[src/rtl/bcpa_pkg.sv]
// Shared constants, codes and types of the bitmap page allocator.
package bcpa_pkg;

  // Page range and derived widths
  localparam int unsigned NUM_PAGES = 4096;
  localparam int unsigned PAGE_W    = $clog2(NUM_PAGES);
  localparam int unsigned CNT_W     = PAGE_W + 1;
  localparam int unsigned SUM_W     = CNT_W + 1;
  localparam int unsigned BYTE_BITS = 8;
  localparam int unsigned LANE_W    = $clog2(BYTE_BITS);
  localparam int unsigned MAP_BYTES = NUM_PAGES / BYTE_BITS;
  localparam int unsigned BYTE_W    = PAGE_W - LANE_W;

  typedef enum logic {
    OP_ALLOC = 1'b0,
    OP_FREE  = 1'b1
  } op_e;

  typedef enum logic [1:0] {
    ST_DONE    = 2'd0,
    ST_NOSPACE = 2'd1,
    ST_RANGE   = 2'd2
  } status_e;

  typedef struct packed {
    op_e                opcode;
    logic [PAGE_W-1:0]  start_page;
    logic [CNT_W-1:0]   page_count;
  } req_t;

  typedef struct packed {
    status_e            status;
    logic [PAGE_W-1:0]  granted_page;
    logic               needs_zeroing;
  } res_t;

  // High-water raise requested by the engine
  typedef struct packed {
    logic               en;
    logic [CNT_W-1:0]   page;
  } hwm_upd_t;

endpackage

[src/rtl/bcpa_intf.sv]
// Valid/ready channel interfaces of the bitmap page allocator.

// Request channel
interface bcpa_req_if;
  logic                         valid;
  logic                         ready;
  logic                         opcode;
  logic [bcpa_pkg::PAGE_W-1:0]  start_page;
  logic [bcpa_pkg::CNT_W-1:0]   page_count;

  modport source (output valid, opcode, start_page, page_count, input ready);
  modport sink   (input valid, opcode, start_page, page_count, output ready);
endinterface

// Response channel
interface bcpa_rsp_if;
  logic                         valid;
  logic                         ready;
  logic [1:0]                   status;
  logic [bcpa_pkg::PAGE_W-1:0]  granted_page;
  logic                         needs_zeroing;

  modport source (output valid, status, granted_page, needs_zeroing, input ready);
  modport sink   (input valid, status, granted_page, needs_zeroing, output ready);
endinterface

// Configuration write channel
interface bcpa_cfg_if;
  logic                         valid;
  logic                         ready;
  logic [bcpa_pkg::CNT_W-1:0]   reserved_pages;

  modport source (output valid, reserved_pages, input ready);
  modport sink   (input valid, reserved_pages, output ready);
endinterface

[src/rtl/bitmap_contiguous_page_allocator.sv]
// Steps: allocate scans map bytes for a free run, then marks the run's bytes; free clears
// the run's bytes; a zero count or bad free range is answered without touching the map.
// One item at a time; throughput is set by the 512 x 8 used-map memory, one byte a cycle.
// The response register lets the next request enter while a result waits.
// Reset: async active low; a clearing pass zeroes every map byte before the first
// request is taken (configuration writes are taken throughout).
module bitmap_contiguous_page_allocator (
  input  logic        clk_i,
  input  logic        rst_ni,
  bcpa_req_if.sink    req_i,
  bcpa_rsp_if.source  rsp_o,
  bcpa_cfg_if.sink    cfg_i
);
  import bcpa_pkg::*;

  logic [CNT_W-1:0] reserved_q, reserved_d;
  logic [CNT_W-1:0] hwm_q, hwm_d;
  logic             out_valid_q, out_valid_d;
  res_t             out_res_q;

  req_t             eng_req;
  res_t             eng_res;
  hwm_upd_t         hwm_upd;
  logic             eng_done;
  logic             take;
  logic             cfg_acc;
  logic [CNT_W-1:0] cfg_lim;

  assign eng_req.opcode     = op_e'(req_i.opcode);
  assign eng_req.start_page = req_i.start_page;
  assign eng_req.page_count = req_i.page_count;

  bcpa_engine u_engine (
    .clk_i       (clk_i),
    .rst_ni      (rst_ni),
    .req_valid_i (req_i.valid),
    .req_ready_o (req_i.ready),
    .req_i       (eng_req),
    .reserved_i  (reserved_q),
    .hwm_i       (hwm_q),
    .done_o      (eng_done),
    .take_i      (take),
    .res_o       (eng_res),
    .hwm_upd_o   (hwm_upd)
  );

  // Configuration: reserved count, raises the high-water mark
  assign cfg_i.ready = 1'b1;
  assign cfg_acc     = cfg_i.valid & cfg_i.ready;
  assign cfg_lim     = (cfg_i.reserved_pages > CNT_W'(NUM_PAGES)) ? CNT_W'(NUM_PAGES)
                                                                 : cfg_i.reserved_pages;

  always_comb begin
    reserved_d = reserved_q;
    hwm_d      = hwm_q;
    if (cfg_acc) begin
      reserved_d = cfg_i.reserved_pages;
      if (cfg_lim > hwm_q) begin
        hwm_d = cfg_lim;
      end
    end else if (hwm_upd.en) begin
      hwm_d = hwm_upd.page;
    end
  end

  // Response register
  assign take = eng_done & (~out_valid_q | rsp_o.ready);

  always_comb begin
    out_valid_d = out_valid_q;
    if (take) begin
      out_valid_d = 1'b1;
    end else if (rsp_o.ready) begin
      out_valid_d = 1'b0;
    end
  end

  always_ff @(posedge clk_i or negedge rst_ni) begin
    if (!rst_ni) begin
      reserved_q  <= '0;
      hwm_q       <= '0;
      out_valid_q <= 1'b0;
    end else begin
      reserved_q  <= reserved_d;
      hwm_q       <= hwm_d;
      out_valid_q <= out_valid_d;
    end
  end

  always_ff @(posedge clk_i) begin
    if (take) begin
      out_res_q <= eng_res;
    end
  end

  assign rsp_o.valid         = out_valid_q;
  assign rsp_o.status        = out_res_q.status;
  assign rsp_o.granted_page  = out_res_q.granted_page;
  assign rsp_o.needs_zeroing = out_res_q.needs_zeroing;

`ifndef ASSERT_OFF
  // A request transfer keeps the engine busy for at least the next cycle
  a_busy_after_req: assert property (@(posedge clk_i) disable iff (!rst_ni)
    (req_i.valid && req_i.ready) |=> !req_i.ready)
    else $error("request taken while previous one in progress");

  // Failed requests never grant pages or ask for zeroing
  a_fail_no_grant: assert property (@(posedge clk_i) disable iff (!rst_ni)
    (rsp_o.valid && (rsp_o.status != ST_DONE)) |->
      ((rsp_o.granted_page == '0) && !rsp_o.needs_zeroing))
    else $error("failed response carries a grant");

  // The high-water mark only grows
  a_hwm_mono: assert property (@(posedge clk_i) disable iff (!rst_ni)
    hwm_q >= $past(hwm_q))
    else $error("high-water mark decreased");
`endif

endmodule

[src/rtl/bcpa_ram.sv]
// Generic simple dual-port RAM, one write and one registered read port.
module bcpa_ram #(
  parameter int unsigned WIDTH = 8,
  parameter int unsigned DEPTH = 512
) (
  input  logic                     clk_i,
  input  logic                     we_i,
  input  logic [$clog2(DEPTH)-1:0] waddr_i,
  input  logic [WIDTH-1:0]         wdata_i,
  input  logic                     re_i,
  input  logic [$clog2(DEPTH)-1:0] raddr_i,
  output logic [WIDTH-1:0]         rdata_o
);

  logic [WIDTH-1:0] mem_q [DEPTH];
  logic [WIDTH-1:0] rdata_q;

  always_ff @(posedge clk_i) begin
    if (we_i) begin
      mem_q[waddr_i] <= wdata_i;
    end
    if (re_i) begin
      rdata_q <= mem_q[raddr_i];
    end
  end

  assign rdata_o = rdata_q;

endmodule

[src/rtl/bcpa_byte_scan.sv]
// First-fit run tracking over the eight pages of one map byte.
module bcpa_byte_scan (
  input  logic [bcpa_pkg::BYTE_W-1:0]    base_i,
  input  logic [bcpa_pkg::BYTE_BITS-1:0] busy_i,
  input  logic [bcpa_pkg::CNT_W-1:0]     run_i,
  input  logic [bcpa_pkg::PAGE_W-1:0]    first_i,
  input  logic [bcpa_pkg::CNT_W-1:0]     count_i,
  output logic [bcpa_pkg::CNT_W-1:0]     run_o,
  output logic [bcpa_pkg::PAGE_W-1:0]    first_o,
  output logic                           found_o,
  output logic [bcpa_pkg::PAGE_W-1:0]    last_o
);
  import bcpa_pkg::*;

  // Walk the byte low page first; stop once the run is long enough
  always_comb begin
    logic [CNT_W-1:0]  run;
    logic [PAGE_W-1:0] first;
    logic              found;
    logic [PAGE_W-1:0] last;
    logic [PAGE_W-1:0] pg;
    run   = run_i;
    first = first_i;
    found = 1'b0;
    last  = '0;
    for (int i = 0; i < BYTE_BITS; i++) begin
      pg = {base_i, LANE_W'(i)};
      if (!found) begin
        if (busy_i[i]) begin
          run = '0;
        end else begin
          if (run == '0) begin
            first = pg;
          end
          run = run + CNT_W'(1);
          if (run >= count_i) begin
            found = 1'b1;
            last  = pg;
          end
        end
      end
    end
    run_o   = run;
    first_o = first;
    found_o = found;
    last_o  = last;
  end

endmodule

[src/rtl/bcpa_engine.sv]
// Allocation engine: map clearing, byte-wise first-fit scan, run mark/clear.
module bcpa_engine (
  input  logic                      clk_i,
  input  logic                      rst_ni,
  input  logic                      req_valid_i,
  output logic                      req_ready_o,
  input  bcpa_pkg::req_t            req_i,
  input  logic [bcpa_pkg::CNT_W-1:0] reserved_i,
  input  logic [bcpa_pkg::CNT_W-1:0] hwm_i,
  output logic                      done_o,
  input  logic                      take_i,
  output bcpa_pkg::res_t            res_o,
  output bcpa_pkg::hwm_upd_t        hwm_upd_o
);
  import bcpa_pkg::*;

  typedef enum logic [5:0] {
    S_CLEAR = 6'b000001,
    S_IDLE  = 6'b000010,
    S_SCAN  = 6'b000100,
    S_MREAD = 6'b001000,
    S_MARK  = 6'b010000,
    S_DONE  = 6'b100000
  } state_e;

  state_e state_q, state_d;
  logic [BYTE_W-1:0]    cur_q, cur_d;
  logic [CNT_W-1:0]     run_q, run_d;
  logic [PAGE_W-1:0]    first_q, first_d;
  logic [PAGE_W-1:0]    lo_q, lo_d;
  logic [PAGE_W-1:0]    hi_q, hi_d;
  logic                 set_q, set_d;
  logic [CNT_W-1:0]     count_q, count_d;
  res_t                 res_q, res_d;

  logic                 ram_we;
  logic [BYTE_W-1:0]    ram_waddr;
  logic [BYTE_BITS-1:0] ram_wdata;
  logic                 ram_re;
  logic [BYTE_W-1:0]    ram_raddr;
  logic [BYTE_BITS-1:0] ram_rdata;

  logic [BYTE_BITS-1:0] busy;
  logic [BYTE_BITS-1:0] mark_mask;
  logic [BYTE_BITS-1:0] mark_data;
  logic [CNT_W-1:0]     run_n;
  logic [PAGE_W-1:0]    first_n;
  logic                 found_n;
  logic [PAGE_W-1:0]    last_n;
  logic [CNT_W-1:0]     end_page;
  logic [SUM_W-1:0]     free_sum;
  logic                 free_bad;
  logic [PAGE_W-1:0]    free_hi;
  logic                 req_acc;
  logic [BYTE_W-1:0]    cur_inc;

  bcpa_ram #(
    .WIDTH (BYTE_BITS),
    .DEPTH (MAP_BYTES)
  ) u_map (
    .clk_i   (clk_i),
    .we_i    (ram_we),
    .waddr_i (ram_waddr),
    .wdata_i (ram_wdata),
    .re_i    (ram_re),
    .raddr_i (ram_raddr),
    .rdata_o (ram_rdata)
  );

  bcpa_byte_scan u_scan (
    .base_i  (cur_q),
    .busy_i  (busy),
    .run_i   (run_q),
    .first_i (first_q),
    .count_i (count_q),
    .run_o   (run_n),
    .first_o (first_n),
    .found_o (found_n),
    .last_o  (last_n)
  );

  assign req_ready_o = (state_q == S_IDLE);
  assign req_acc     = req_valid_i & req_ready_o;
  assign done_o      = (state_q == S_DONE);
  assign res_o       = res_q;
  assign cur_inc     = cur_q + BYTE_W'(1);
  assign end_page    = CNT_W'(last_n) + CNT_W'(1);

  // Free range check and last page of the run
  assign free_sum = SUM_W'(req_i.start_page) + SUM_W'(req_i.page_count);
  assign free_bad = free_sum > SUM_W'(NUM_PAGES);
  assign free_hi  = free_sum[PAGE_W-1:0] - PAGE_W'(1);

  // Busy pages of the byte just read: map bit, reserved range, page zero
  always_comb begin
    logic [PAGE_W-1:0] pg;
    for (int i = 0; i < BYTE_BITS; i++) begin
      pg      = {cur_q, LANE_W'(i)};
      busy[i] = ram_rdata[i] | (CNT_W'(pg) < reserved_i) | (pg == '0);
    end
  end

  // Pages of the current byte inside the run being marked or cleared
  always_comb begin
    logic [PAGE_W-1:0] pg;
    for (int i = 0; i < BYTE_BITS; i++) begin
      pg           = {cur_q, LANE_W'(i)};
      mark_mask[i] = (pg >= lo_q) && (pg <= hi_q);
    end
  end

  assign mark_data = set_q ? (ram_rdata | mark_mask) : (ram_rdata & ~mark_mask);

  // Sequencer
  always_comb begin
    state_d   = state_q;
    cur_d     = cur_q;
    run_d     = run_q;
    first_d   = first_q;
    lo_d      = lo_q;
    hi_d      = hi_q;
    set_d     = set_q;
    count_d   = count_q;
    res_d     = res_q;
    ram_we    = 1'b0;
    ram_waddr = cur_q;
    ram_wdata = '0;
    ram_re    = 1'b0;
    ram_raddr = cur_inc;
    hwm_upd_o = '0;

    unique case (state_q)
      S_CLEAR: begin
        ram_we = 1'b1;
        if (cur_q == BYTE_W'(MAP_BYTES - 1)) begin
          cur_d   = '0;
          state_d = S_IDLE;
        end else begin
          cur_d = cur_inc;
        end
      end
      S_IDLE: begin
        if (req_acc) begin
          count_d             = req_i.page_count;
          run_d               = '0;
          first_d             = '0;
          set_d               = (req_i.opcode == OP_ALLOC);
          res_d.status        = ST_DONE;
          res_d.granted_page  = '0;
          res_d.needs_zeroing = 1'b0;
          if (req_i.page_count == '0) begin
            res_d.status = ST_RANGE;
            state_d      = S_DONE;
          end else if (req_i.opcode == OP_FREE) begin
            if (free_bad) begin
              res_d.status = ST_RANGE;
              state_d      = S_DONE;
            end else begin
              lo_d    = req_i.start_page;
              hi_d    = free_hi;
              state_d = S_MREAD;
            end
          end else begin
            ram_re    = 1'b1;
            ram_raddr = '0;
            cur_d     = '0;
            state_d   = S_SCAN;
          end
        end
      end
      S_SCAN: begin
        // prefetch the next byte while this one is examined
        ram_re  = 1'b1;
        run_d   = run_n;
        first_d = first_n;
        cur_d   = cur_inc;
        if (found_n) begin
          lo_d                = first_n;
          hi_d                = last_n;
          res_d.granted_page  = first_n;
          res_d.needs_zeroing = CNT_W'(first_n) < hwm_i;
          hwm_upd_o.en        = end_page > hwm_i;
          hwm_upd_o.page      = end_page;
          state_d             = S_MREAD;
        end else if (cur_q == BYTE_W'(MAP_BYTES - 1)) begin
          res_d.status = ST_NOSPACE;
          state_d      = S_DONE;
        end
      end
      S_MREAD: begin
        ram_re    = 1'b1;
        ram_raddr = lo_q[PAGE_W-1:LANE_W];
        cur_d     = lo_q[PAGE_W-1:LANE_W];
        state_d   = S_MARK;
      end
      S_MARK: begin
        // write back this byte, read the next one unless this is the run's last byte
        ram_we    = 1'b1;
        ram_wdata = mark_data;
        if (cur_q == hi_q[PAGE_W-1:LANE_W]) begin
          state_d = S_DONE;
        end else begin
          ram_re = 1'b1;
          cur_d  = cur_inc;
        end
      end
      S_DONE: begin
        if (take_i) begin
          state_d = S_IDLE;
        end
      end
      default: begin
        state_d = S_CLEAR;
        cur_d   = '0;
      end
    endcase
  end

  // Control registers
  always_ff @(posedge clk_i or negedge rst_ni) begin
    if (!rst_ni) begin
      state_q <= S_CLEAR;
      cur_q   <= '0;
    end else begin
      state_q <= state_d;
      cur_q   <= cur_d;
    end
  end

  // Request and run payload
  always_ff @(posedge clk_i) begin
    run_q   <= run_d;
    first_q <= first_d;
    lo_q    <= lo_d;
    hi_q    <= hi_d;
    set_q   <= set_d;
    count_q <= count_d;
    res_q   <= res_d;
  end

endmodule
[src/flat_wrapper.sv]
// flat-port wrapper written by rule: the top's interface ports become plain ports
module bitmap_contiguous_page_allocator_flat import bcpa_pkg::*;
  (clk_i, rst_ni, req_i_valid, req_i_opcode, req_i_start_page, req_i_page_count, req_i_ready, rsp_o_valid, rsp_o_status, rsp_o_granted_page, rsp_o_needs_zeroing, rsp_o_ready, cfg_i_valid, cfg_i_reserved_pages, cfg_i_ready);
  bcpa_req_if req_i_i ();
  bcpa_rsp_if rsp_o_i ();
  bcpa_cfg_if cfg_i_i ();
  input  logic clk_i;
  input  logic rst_ni;
  input wire logic [$bits(req_i_i.valid)-1:0] req_i_valid;
  input wire logic [$bits(req_i_i.opcode)-1:0] req_i_opcode;
  input wire logic [$bits(req_i_i.start_page)-1:0] req_i_start_page;
  input wire logic [$bits(req_i_i.page_count)-1:0] req_i_page_count;
  output wire logic [$bits(req_i_i.ready)-1:0] req_i_ready;
  output wire logic [$bits(rsp_o_i.valid)-1:0] rsp_o_valid;
  output wire logic [$bits(rsp_o_i.status)-1:0] rsp_o_status;
  output wire logic [$bits(rsp_o_i.granted_page)-1:0] rsp_o_granted_page;
  output wire logic [$bits(rsp_o_i.needs_zeroing)-1:0] rsp_o_needs_zeroing;
  input wire logic [$bits(rsp_o_i.ready)-1:0] rsp_o_ready;
  input wire logic [$bits(cfg_i_i.valid)-1:0] cfg_i_valid;
  input wire logic [$bits(cfg_i_i.reserved_pages)-1:0] cfg_i_reserved_pages;
  output wire logic [$bits(cfg_i_i.ready)-1:0] cfg_i_ready;
  assign req_i_i.valid = req_i_valid;
  assign req_i_i.opcode = req_i_opcode;
  assign req_i_i.start_page = req_i_start_page;
  assign req_i_i.page_count = req_i_page_count;
  assign req_i_ready = req_i_i.ready;
  assign rsp_o_valid = rsp_o_i.valid;
  assign rsp_o_status = rsp_o_i.status;
  assign rsp_o_granted_page = rsp_o_i.granted_page;
  assign rsp_o_needs_zeroing = rsp_o_i.needs_zeroing;
  assign rsp_o_i.ready = rsp_o_ready;
  assign cfg_i_i.valid = cfg_i_valid;
  assign cfg_i_i.reserved_pages = cfg_i_reserved_pages;
  assign cfg_i_ready = cfg_i_i.ready;
  bitmap_contiguous_page_allocator u_core (.clk_i(clk_i), .rst_ni(rst_ni), .req_i(req_i_i), .rsp_o(rsp_o_i), .cfg_i(cfg_i_i));
endmodule
[config.mk]
export PLATFORM = sky130hd
export DESIGN_NAME = bitmap_contiguous_page_allocator_flat
export DESIGN_NICKNAME = d
export VERILOG_FILES = /design/src/rtl/bcpa_pkg.sv /design/src/rtl/bcpa_intf.sv /design/src/rtl/bitmap_contiguous_page_allocator.sv /design/src/rtl/bcpa_ram.sv /design/src/rtl/bcpa_byte_scan.sv /design/src/rtl/bcpa_engine.sv /design/src/flat_wrapper.sv
export SDC_FILE = /design/constraint.sdc
export NUM_CORES = 2
export LEC_CHECK = 0
export BUFFER_PORTS_ARGS = -buffer_cell sky130_fd_sc_hd__buf_4
export CAP_MARGIN = 30
export CORE_MARGIN = 10
export CORE_UTILIZATION = 40
export DETAILED_ROUTE_END_ITERATION = 7
export MAX_ROUTING_LAYER = met4
export SYNTH_ARGS = -nofsm -noshare
export SYNTH_HDL_FRONTEND = slang
export SYNTH_SLANG_ARGS = --single-unit
export TNS_END_PERCENT = 5
[constraint.sdc]
create_clock -name clk_i -period 41 [get_ports clk_i]
set_input_delay 2.05 -clock clk_i [delete_from_list [all_inputs] [get_ports clk_i]]
set_output_delay 2.05 -clock clk_i [all_outputs]
set_load 0.1 [all_outputs]
==> results.yml <==
global_route:
  overflow: 0
  grt_pass1_wl_um: 680000
  grt_pass1_vias: 95500
  antenna_found_initial: 7
  grt_max_degree: 200
  grt.total_usage_pct: 19.8
synth:
  yosysTopAreaCellShare_pct: 71.4
  syn-cell-area_um2: 176000
  yosysMostFrequentCell: "edfxtp_1"
  yosysTopAreaCell: "edfxtp_1"
  yosys_warnings: 0
  synth_area_leaders: "edfxtp_1 71%, mux4_2 13%, nand2_1 1.6%"
  netlist_instances: 9844
  synth_fp_nets: 10100
  yosysUniqueCellTypes: 112
  ys_ff_latch: 4239
  ys_seq_area_share_pct: 72.0
  synth_ff_type: "edfxtp_1"
  async_reset_ff_share_pct: 0.991
  synth_edf_count: 4197
  synthTopCellsByCount: "4197 x edfxtp_1, 1024 x mux4_2, 743 x nand2_1"
  avgSynthCellArea_um2: 17.9
worst_setup_path:
  crit_path_max_fanout: 18
  required_ns: 41.85
  endpoint_kind: "register"
  rrSetupSlack_ns: 17.66
  crit_start: "u_core.u_engine.cur_q[0]"
  reg2reg_from: "u_core.u_engine.cur_q[0]"
  critical_path_class: "register to register"
  r2r_cells: 86
  slowest_stage: "a221oi_1"
  endpoint: "u_core.hwm_q[5]"
  arrival_ns: 24.19
  cp_common_cell: "ha_1"
  cp-start-kind: "register"
  r2r_end: "u_core.hwm_q[5]"
  critPathMaxStageDelay_ns: 0.81
clocking:
  cts.path.max_buffers: 4
  clock_sinks: 4239
  cts_tree: "yes"
  path_clk_slew_ns: 0.07
  clk-insertion-delay-late_ns: 0.97
  cts_buffers: 418
  cts_resized: 0
  cts-root-buf: "clkbuf_16"
  cts_hold_buf: 0
  htree_levels: 5
  post_cts_buffers: 0
timing:
  setup_ws_ns: 17.66
  relSlewSlack_pct: 21.3
  hold_violations: 0
  fin_crit_sh_pct: 56.9
  finalSetupViolCount: 0
  setup_tns_ns: 0
  tightest_slew_ns: 1.18
  slew_viol_final: 0
  period_needed_ns: 23.34
  rsz0062_at_grt: "no"
  finalClockSkew_ns: 0.0584
  fmax_ghz: 0.0428
pwr:
  power_frac_comb_pct: 21.7
  p_per_area_nw_per_um2: 54.5
  p_leak_nw: 71.2
  intPower_mw: 7.57
  seqPwrFrac_pct: 44.1
  power.switching_mw: 3.20
  ir_drop_v: 0.0000763
  switching_share_pct: 29.7
  clkPwrFrac_pct: 34.1
detailed_routing:
  drc: 0
  viasPerCell: 5.88
  dr.pass1.iters: 7
  wl_per_cell_um: 28.8
  routed_wl_um: 465000
  vias: 95100
  ant_nets: 0
  drt-initial-drc-count: 10000
floorplan:
  dieHeight_um: 684
  io_pins: 62
  start_util_pct: 40.2
  core_um2: 439000
  die_area_um2: 468000
  rows: 243
  fp.dieW_um: 684
min_path:
  min-delay-path-class: "register to register"
finish:
  drive_gt1_share_pct: 19.7
  fillers: 37000
  area_delta_synth_final_pct: 11.9
  nets: 10200
  fin_cells: 16200
placed_design:
  io_buffers: 60
  place_inst: 15400
  gp_congestion: 0.883
  dp_slack_ns: 18.25
  dp_hpwl_um: 277000
job:
  max_cap_violations: 0
outcome:
  status: "complete, no violations"
## critical path, delay by kind of cell (launching register included)
| kind | cells | cell delay, ns |
|---|---|---|
| AOI/OAI and AO/OA | 39 | 9.69 |
| and+or+nand+nor | 29 | 8.24 |
| adders and majority gates | 10 | 2.92 |
| buffers and inverters | 4 | 0.92 |
| DFF | 1 | 0.72 |
| xor gates and xnor gates | 4 | 0.69 |
## power groups by stage
stage / Sequential, mW / Combinational [mW] / Clock [mW]
final: 4.75 / 2.34 / 3.68
after global routing: 4.75 / 2.47 / 3.91
after CTS: 4.75 / 2.37 / 3.74
after detailed placement: 4.84 / 2.36 / 0
after global placement: 4.84 / 2.35 / 0
after floorplan: 4.84 / 1.52 / 0
## state kept, by name, indices dropped and copies added (netlist names), 13 cells and up
signal                       flops
u_core.u_engine.u_map.mem_q   4096
u_core.u_engine.res_o           15
u_core.hwm_q                    13
u_core.reserved_q               13
u_core.u_engine.count_q         13
u_core.u_engine.run_q           13
## routing by layer
layer	part of all wire, %	wire length (µm)	GRT usage [%]
met5	0	0	-
met4	2.6	12200	5.07
met3	8.1	37600	3.53
met2	47	221000	30.6
met1	42	195000	27.4
## layout make-up
class | instances | area [µm²] | area share [%]
clock inverter | 255 | 1970 | 0.999
timing repair buffer | 271 | 2680 | 1.36
antenna | 15 | 37.5 | 0.0190
tap | 5880 | 7360 | 3.72
clock buffer | 509 | 11000 | 5.57
sequential | 4239 | 127000 | 64.3
inverter | 126 | 473 | 0.239
multi-input combinational | 4866 | 46900 | 23.8
## cell families after synthesis
group | synth area share, %
flops | 72.0
simple gates | 5.64
compound gates | 5.24
mux | 13.5
buf+inv | 1.61
fa+ha+maj | 1.47
xor+xnor | 0.525
other cells | 0.00213
## worst min-delay path by stage
stage / startpoint / end / depth (start not counted)
5_1_grt: u_core.u_engine.res_o[0] / u_core.rsp_o.needs_zeroing / 0
2_1_floorplan: u_core.u_engine.res_o[1] / u_core.rsp_o.granted_page[0] / 0
6_report: u_core.u_engine.res_o[12] / u_core.rsp_o.granted_page[11] / 0
4_1_cts: u_core.u_engine.res_o[12] / u_core.rsp_o.granted_page[11] / 0
3_5_place_dp: u_core.u_engine.res_o[12] / u_core.rsp_o.granted_page[11] / 0
3_3_place_gp: u_core.u_engine.res_o[0] / u_core.rsp_o.needs_zeroing / 0
## cell usage in the layout (no fill, tap or decap), drive strengths merged, types with 28 or more instances in the layout
cell	instances
nand2	743
nor2b	43
a31oi	142
and2	286
nor3	78
nor4	37
a21o	41
nor2	679
dfrtp	41
a211oi	342
nand2b	32
a21oi	250
o21ai	150
edfxtp	4197
buf	271
mux4	1024
clkbuf	509
xor2	35
clkinv	203
inv	138
nand3	83
o211ai	28
xnor2	70
a311oi	135
mux2i	51
ha	206
nand4	46
## through the flow
stage                     util, %  cell area [µm²]  power (mW)  hold WS (ns)
after CTS                    44.9           197000        10.9         0.419
after floorplan                 -           176000        6.35         0.400
final                        45.0           198000        10.8         0.418
after global placement       41.9           184000        7.19         0.408
after detailed placement     42.0           184000        7.21         0.405
after global routing         45.0           198000        11.1         0.432
(Power assumes the default switching activity.)
